<file path="src/rtl/core/vrd_pkg.sv">
// Shared types, constants and register codes of the vertical run detector.
`default_nettype none

package vrd_pkg;

  localparam int DEF_MAX_WIDTH  = 8192;
  localparam int DEF_MAX_HEIGHT = 8192;

  localparam int CFG_IDX_W  = 3;
  localparam int CFG_DATA_W = 14;

  localparam int SIZE_W   = 14;
  localparam int MARGIN_W = 13;
  localparam int MINLEN_W = 14;

  localparam int COLUMN_W    = 13;
  localparam int RUN_START_W = 13;
  localparam int RUN_END_W   = 14;

  localparam logic [SIZE_W-1:0]   RST_IMAGE_WIDTH  = 14'd4160;
  localparam logic [SIZE_W-1:0]   RST_IMAGE_HEIGHT = 14'd3120;
  localparam logic [MARGIN_W-1:0] RST_MARGIN_LEFT  = 13'd30;
  localparam logic [MARGIN_W-1:0] RST_MARGIN_RIGHT = 13'd30;
  localparam logic [MINLEN_W-1:0] RST_MIN_LENGTH   = 14'd40;

  typedef enum logic [CFG_IDX_W-1:0] {
    REG_IMAGE_WIDTH  = 3'd0,
    REG_IMAGE_HEIGHT = 3'd1,
    REG_MARGIN_LEFT  = 3'd2,
    REG_MARGIN_RIGHT = 3'd3,
    REG_MIN_LENGTH   = 3'd4
  } cfg_reg_t;

  typedef struct packed {
    logic [SIZE_W-1:0]   image_width;
    logic [SIZE_W-1:0]   image_height;
    logic [MARGIN_W-1:0] margin_left;
    logic [MARGIN_W-1:0] margin_right;
    logic [MINLEN_W-1:0] min_length;
  } cfg_regs_t;

  typedef struct packed {
    logic pixel;
    logic in_margin;
    logic last_row;
  } pix_flags_t;

  typedef struct packed {
    logic s1_valid;
    logic s1_fire;
  } stage_status_t;

endpackage

`default_nettype wire

</file>
<file path="src/rtl/core/vrd_raster.sv">
// Raster position counters, margin decode and the column state clearing pass.
`default_nettype none

module vrd_raster import vrd_pkg::*; #(
  parameter int MAX_WIDTH  = DEF_MAX_WIDTH,
  parameter int MAX_HEIGHT = DEF_MAX_HEIGHT
) (
  input  wire logic                              clk,
  input  wire logic                              rst_n,
  input  cfg_regs_t                              regs,
  input  wire logic                              accept,
  input  wire logic                              pixel,
  output logic       [$clog2(MAX_WIDTH)-1:0]     col,
  output logic       [$clog2(MAX_HEIGHT)-1:0]    row,
  output logic       [$clog2(MAX_HEIGHT+1)-1:0]  height,
  output pix_flags_t                             flags,
  output logic                                   clr_busy,
  output logic       [$clog2(MAX_WIDTH)-1:0]     clr_addr
);

  localparam int COL_W = $clog2(MAX_WIDTH);
  localparam int ROW_W = $clog2(MAX_HEIGHT);
  localparam int WW    = $clog2(MAX_WIDTH + 1);
  localparam int HW    = $clog2(MAX_HEIGHT + 1);
  localparam int XW    = ((WW > SIZE_W) ? WW : SIZE_W) + 1;
  localparam int YW    = ((HW > SIZE_W) ? HW : SIZE_W) + 1;

  logic [COL_W-1:0] col_cnt_r, col_cnt_nxt;
  logic [ROW_W-1:0] row_cnt_r, row_cnt_nxt;
  logic             clr_busy_r, clr_busy_nxt;
  logic [COL_W-1:0] clr_addr_r, clr_addr_nxt;

  logic [XW-1:0] img_w_x, w_x, col_x;
  logic [YW-1:0] img_h_y, h_y, row_y;
  logic          last_col, last_row;

  always_comb begin
    img_w_x = XW'(regs.image_width);
    if (img_w_x == '0) begin
      w_x = XW'(1);
    end else if (img_w_x > XW'(MAX_WIDTH)) begin
      w_x = XW'(MAX_WIDTH);
    end else begin
      w_x = img_w_x;
    end

    img_h_y = YW'(regs.image_height);
    if (img_h_y == '0) begin
      h_y = YW'(1);
    end else if (img_h_y > YW'(MAX_HEIGHT)) begin
      h_y = YW'(MAX_HEIGHT);
    end else begin
      h_y = img_h_y;
    end

    col = (XW'(col_cnt_r) >= w_x) ? '0 : col_cnt_r;
    row = (YW'(row_cnt_r) >= h_y) ? '0 : row_cnt_r;
    col_x = XW'(col);
    row_y = YW'(row);

    last_col = (col_x + XW'(1)) >= w_x;
    last_row = (row_y + YW'(1)) >= h_y;

    flags.pixel     = pixel;
    flags.last_row  = last_row;
    flags.in_margin = (col_x >= XW'(regs.margin_left)) &&
                      ((col_x + XW'(regs.margin_right)) < w_x);
    height = h_y[HW-1:0];

    if (last_col) begin
      col_cnt_nxt = '0;
      row_cnt_nxt = last_row ? '0 : row + ROW_W'(1);
    end else begin
      col_cnt_nxt = col + COL_W'(1);
      row_cnt_nxt = row;
    end
  end

  always_comb begin
    clr_busy_nxt = clr_busy_r;
    clr_addr_nxt = clr_addr_r;
    if (clr_busy_r) begin
      clr_addr_nxt = clr_addr_r + COL_W'(1);
      if (clr_addr_r == COL_W'(MAX_WIDTH - 1)) begin
        clr_busy_nxt = 1'b0;
      end
    end
  end

  always_ff @(posedge clk) begin
    if (!rst_n) begin
      col_cnt_r  <= '0;
      row_cnt_r  <= '0;
      clr_busy_r <= 1'b1;
      clr_addr_r <= '0;
    end else begin
      clr_busy_r <= clr_busy_nxt;
      clr_addr_r <= clr_addr_nxt;
      if (accept) begin
        col_cnt_r <= col_cnt_nxt;
        row_cnt_r <= row_cnt_nxt;
      end
    end
  end

  assign clr_busy = clr_busy_r;
  assign clr_addr = clr_addr_r;

endmodule

`default_nettype wire

</file>
<file path="config.mk">
export PLATFORM = sky130hd
export DESIGN_NAME = vrd_raster
export DESIGN_NICKNAME = d
export VERILOG_FILES = /design/src/rtl/core/vrd_pkg.sv /design/src/rtl/core/vrd_raster.sv
export SDC_FILE = /design/constraint.sdc
export NUM_CORES = 1
export LEC_CHECK = 0
export BUFFER_PORTS_ARGS = -buffer_cell sky130_fd_sc_hd__buf_2
export CAP_MARGIN = 20
export CORE_UTILIZATION = 35
export CTS_CLUSTER_DIAMETER = 50
export CTS_CLUSTER_SIZE = 10
export DETAILED_ROUTE_END_ITERATION = 10
export PLACE_DENSITY = 0.68
export SYNTH_ARGS = -nofsm -noshare
export SYNTH_HDL_FRONTEND = slang
export SYNTH_SLANG_ARGS = --single-unit
</file>
<file path="constraint.sdc">
create_clock -name clk -period 11.91 [get_ports clk]
set_input_delay 0 -clock clk [delete_from_list [all_inputs] [get_ports clk]]
set_output_delay 0 -clock clk [all_outputs]
set_load 0.01 [all_outputs]
</file>
==> metrics.md <==
| Metric | Value |
|---|---|
| ANT cells | `0` |
| Design area | `5580 sq um` |
| Clk pwr share | `41.2%` |
| Worst-Skew Late Latency | `0.28 ns` |
| Placed cell count | `874` |
| Unrepaired setup endpoints after global routing | `no` |
| Slew HR | `about half` |
| Fmax | `~160 MHz` |
| Sw Share | `between 20 and 30%` |
| Fin util | `43.5%` |
| Syn_nets | `776` |
| Worst EP required | `11.91 ns` |
| Die Width | `118 um` |
| Vias in the first global route | `between 4000 and 5000` |
| Minimum clock period | `6.09 ns` |
| Hold Crit Class | `input pin to primary output` |
| Clock buffer depth | `2` |
| TritonCTS clock tree | `built` |
| Grt total ovfl | `0` |
| Distinct cells, synth | `58` |
| Num CTS Buffers | `5` |
| Post-synth ARST share | `0%` |
| Max_cap viols | `0` |
| Leak | `between 2 and 3 nW` |
| Root Driver | `clkbuf_16` |
| Top FF cell, synth | `dfxtp_1` |
| Final period util | `51.1%` |
| DRC viols | `0` |
| Antenna violations before repair | `0` |
| Overall power | `375 uW` |
| Status | `completed` |
| Initial Util | `36.6%` |
| Core Region | `12800 sq um` |
| TNS Setup | `0 ns` |
| #FFs+latches synth | `40` |
| Die area | `13900 sq um` |
| Io pins | `129` |
| Die height | `between 100 and 150 um` |
| Critical path type | `input pin to primary output` |
| Post-synth EDFFs | `0` |
| All-Layer GR Usage | `between 15 and 20%` |
| # port buffers | `approximately 110` |
| Crit start category | `input pin` |
| Wire per inst | `12.7 um` |
| Sequential power share | `36.6%` |
| Synth Instances | `609` |
| WL final | `11300 um` |
| Slew Viols, Final | `0` |
| Post-synthesis sequential area ratio | `between 10% and 20%` |
| CP Capture Type | `primary output` |
| Final setup violation count | `0` |
| Site Rows | `41` |
| Cell-internal power | `272 uW` |
| Gpl congestion | `0.822` |
| Crit path max fanout | `13` |
| Vias per cell | `~5` |
| Clock skew | `roughly 0.0053 ns` |
| Post-Synthesis Cell Area | `4690 sq um` |
| Htree depth | `2` |
| Arr. time, crit path | `6.09 ns` |
| Final cell count without fillers | `884` |
| Layout area overhead | `18.9%` |
| Synth warn | `0` |
| DRT antenna net count | `0` |
| Hpwl dp | `9410 um` |
| Nets | `878` |
| Placed inst area | `about 5400 sq um` |
| Final hold violation count | `0` |
| Share of cells above drive strength 1 | `18.8%` |
| Cell Pwr Density | `between 60 and 70 nW/um^2` |
| Largest net degree at the start of global routing | `29` |
| Switch Pwr | `103 uW` |
| Mean Syn Cell Area | `7.70 sq um` |
| Measured slew at the worst slew-check pin | `~0.75 ns` |
| Combinational Power Share | `22.2%` |
| Detailed router's first-iteration violation count | `146` |
| Total number of vias | `4505` |
| Initial DRT Pass Iterations | `6` |
| Clock Sinks | `40` |
| Worst VDD drop | `0.0513 mV` |
| First-pass GRT wire length | `between 15000 and 20000 um` |
| Postcts setup bufs | `0` |
==> cell usage after synthesis, drive strengths merged (2+ instances only) <==
cell type,number,area [sq um]
nand3,30,155
o21ai,23,115
o21a,7,52.6
nor3,6,30.0
and2,10,62.6
and3,8,50.1
or4,2,15.0
o31a,2,17.5
nand2,61,229
a21o,19,143
a211o,4,35.0
nor2,64,240
a211oi,6,50.1
nand4,16,100
nor2b,13,81.3
o32ai,2,17.5
xnor2,19,166
o211ai,2,20.0
and4,2,17.5
a21oi,38,209
buf,7,47.5
dfxtp,40,801
nor4b,2,17.5
a22o,9,78.8
xor2,23,201
clkbuf,14,52.6
a31oi,4,25.0
nand2b,9,63.8
ha,94,1180
or3,2,12.5
o31ai,2,15.0
a2111oi,2,30.0
mux2i,2,20.0
inv,43,161
nor4,8,50.1
o2111ai,2,17.5
==> power groups by stage <==
stage	logic (mW)	registers [mW]	clock network [mW]
after CTS	0.0842	0.137	0.159
after floorplan	0.0554	0.140	0
after detailed placement	0.0836	0.140	0
after global routing	0.0954	0.138	0.166
after global placement	0.0816	0.140	0
final	0.0832	0.137	0.154
==> kinds of logic after synthesis <==
kind of cell | Yosys count | share of synthesized area [%]
DFF | 40 | 17.1
buffers and inverters | 65 | 5.65
adders and majority gates | 96 | 25.7
and+or+nand+nor | 233 | 24.0
AOI/OAI and AO/OA | 131 | 19.3
xor gates and xnor gates | 42 | 7.84
muxes | 2 | 0.427
==> routing by layer <==
| metal | vias up | global-route usage (%) | part of all wire (%) |
|---|---|---|---|
| li1 | 2391 | - | - |
| met1 | 1992 | 22.5 | 51 |
| met4 | 0 | 5.13 | 1.4 |
| met3 | 8 | 1.84 | 4.2 |
| met5 | - | 0 | 0 |
| met2 | 114 | 27.7 | 44 |
==> state kept, by name (all words and copies together), names as in the netlist <==
register and count:
clr_addr 13, row_cnt_r 13, col_cnt_r 13, clr_busy 1
==> layout by cell type, fill, tap and decap left out, types with 3 or more instances in the layout <==
master	instances
nor2b_1	13
o21ai_0	16
buf_4	3
nor2_1	64
xnor2_1	19
o21ai_1	7
nand2b_1	8
a211o_1	4
buf_2	112
a22o_1	9
a31oi_1	4
nor4_1	7
a21oi_1	35
ha_1	94
a21o_1	19
o21a_1	7
inv_1	43
nand4_1	16
dfxtp_1	40
clkbuf_16	5
nand3_1	29
nor3_1	6
and3_1	8
xor2_1	23
and2_1	10
nand2_1	61
a211oi_1	5
==> through the flow <==
step / hold WS, ns / worst slack, ns
5_1_grt: 0.0000828 / 5.53
6_report: 0.0000219 / 5.82
4_1_cts: 0.0000686 / 5.79
3_5_place_dp: 0.0000686 / 5.81
2_1_floorplan: 0.0619 / 6.75
3_3_place_gp: 0.0000686 / 5.90
==> critical path: stages <==
cell and delay (ns):
buf_2 0.11, nor4_1 0.31, nand4_1 0.20, a21oi_1 0.34, ha_1 0.30, nand2b_1 0.14
a211o_1 0.29, a21oi_1 0.20, o21a_1 0.39, nand2_1 0.20, inv_1 0.15, ha_1 0.29
a21o_1 0.20, a311o_1 0.37, a21oi_2 0.20, nand2b_1 0.08, a41o_1 0.28, xor2_1 0.16
ha_1 0.31, a21o_1 0.16, a21o_1 0.18, a21o_1 0.17, a21o_1 0.17, a21o_1 0.17
a211oi_1 0.29, o41ai_1 0.15, a21oi_1 0.13, buf_2 0.14
==> final timing paths <==
| check | from | to | slack (ns) | cells past startpoint |
|---|---|---|---|---|
| setup reg to reg | row_cnt_r[2]$_SDFFE_PN0P_ | row_cnt_r[2]$_SDFFE_PN0P_ | 6.63 | 21 |
| setup / recovery | regs[60] | flags[1] | 5.82 | 28 |
| hold reg to reg | clr_addr[12]$_SDFFE_PN0P_ | clr_busy$_SDFF_PN1_ | 0.51 | 3 |
| hold / removal | pixel | flags[2] | 0.00002 | 0 |
==> area by class of cell <==
class / instances / area, sq um
repair buffers: 116 / 593
flip-flops and latches: 40 / 801
well taps: 172 / 215
clock buffers: 5 / 125
fillers: 1329 / 7250
clock inverters: 3 / 46.3
multi-input cells: 504 / 3630
inverters: 44 / 165
==> repair_timing <==
| item | 4_1_cts | 5_1_grt |
|---|---|---|
| hold endpoints to repair | 1 | 0 |
| gates resized for setup | 0 | 0 |
| hold buffers | 1 | 0 |
| endpoints found under the setup margin | 0 | 0 |
Power figures use the tool's default switching activity.
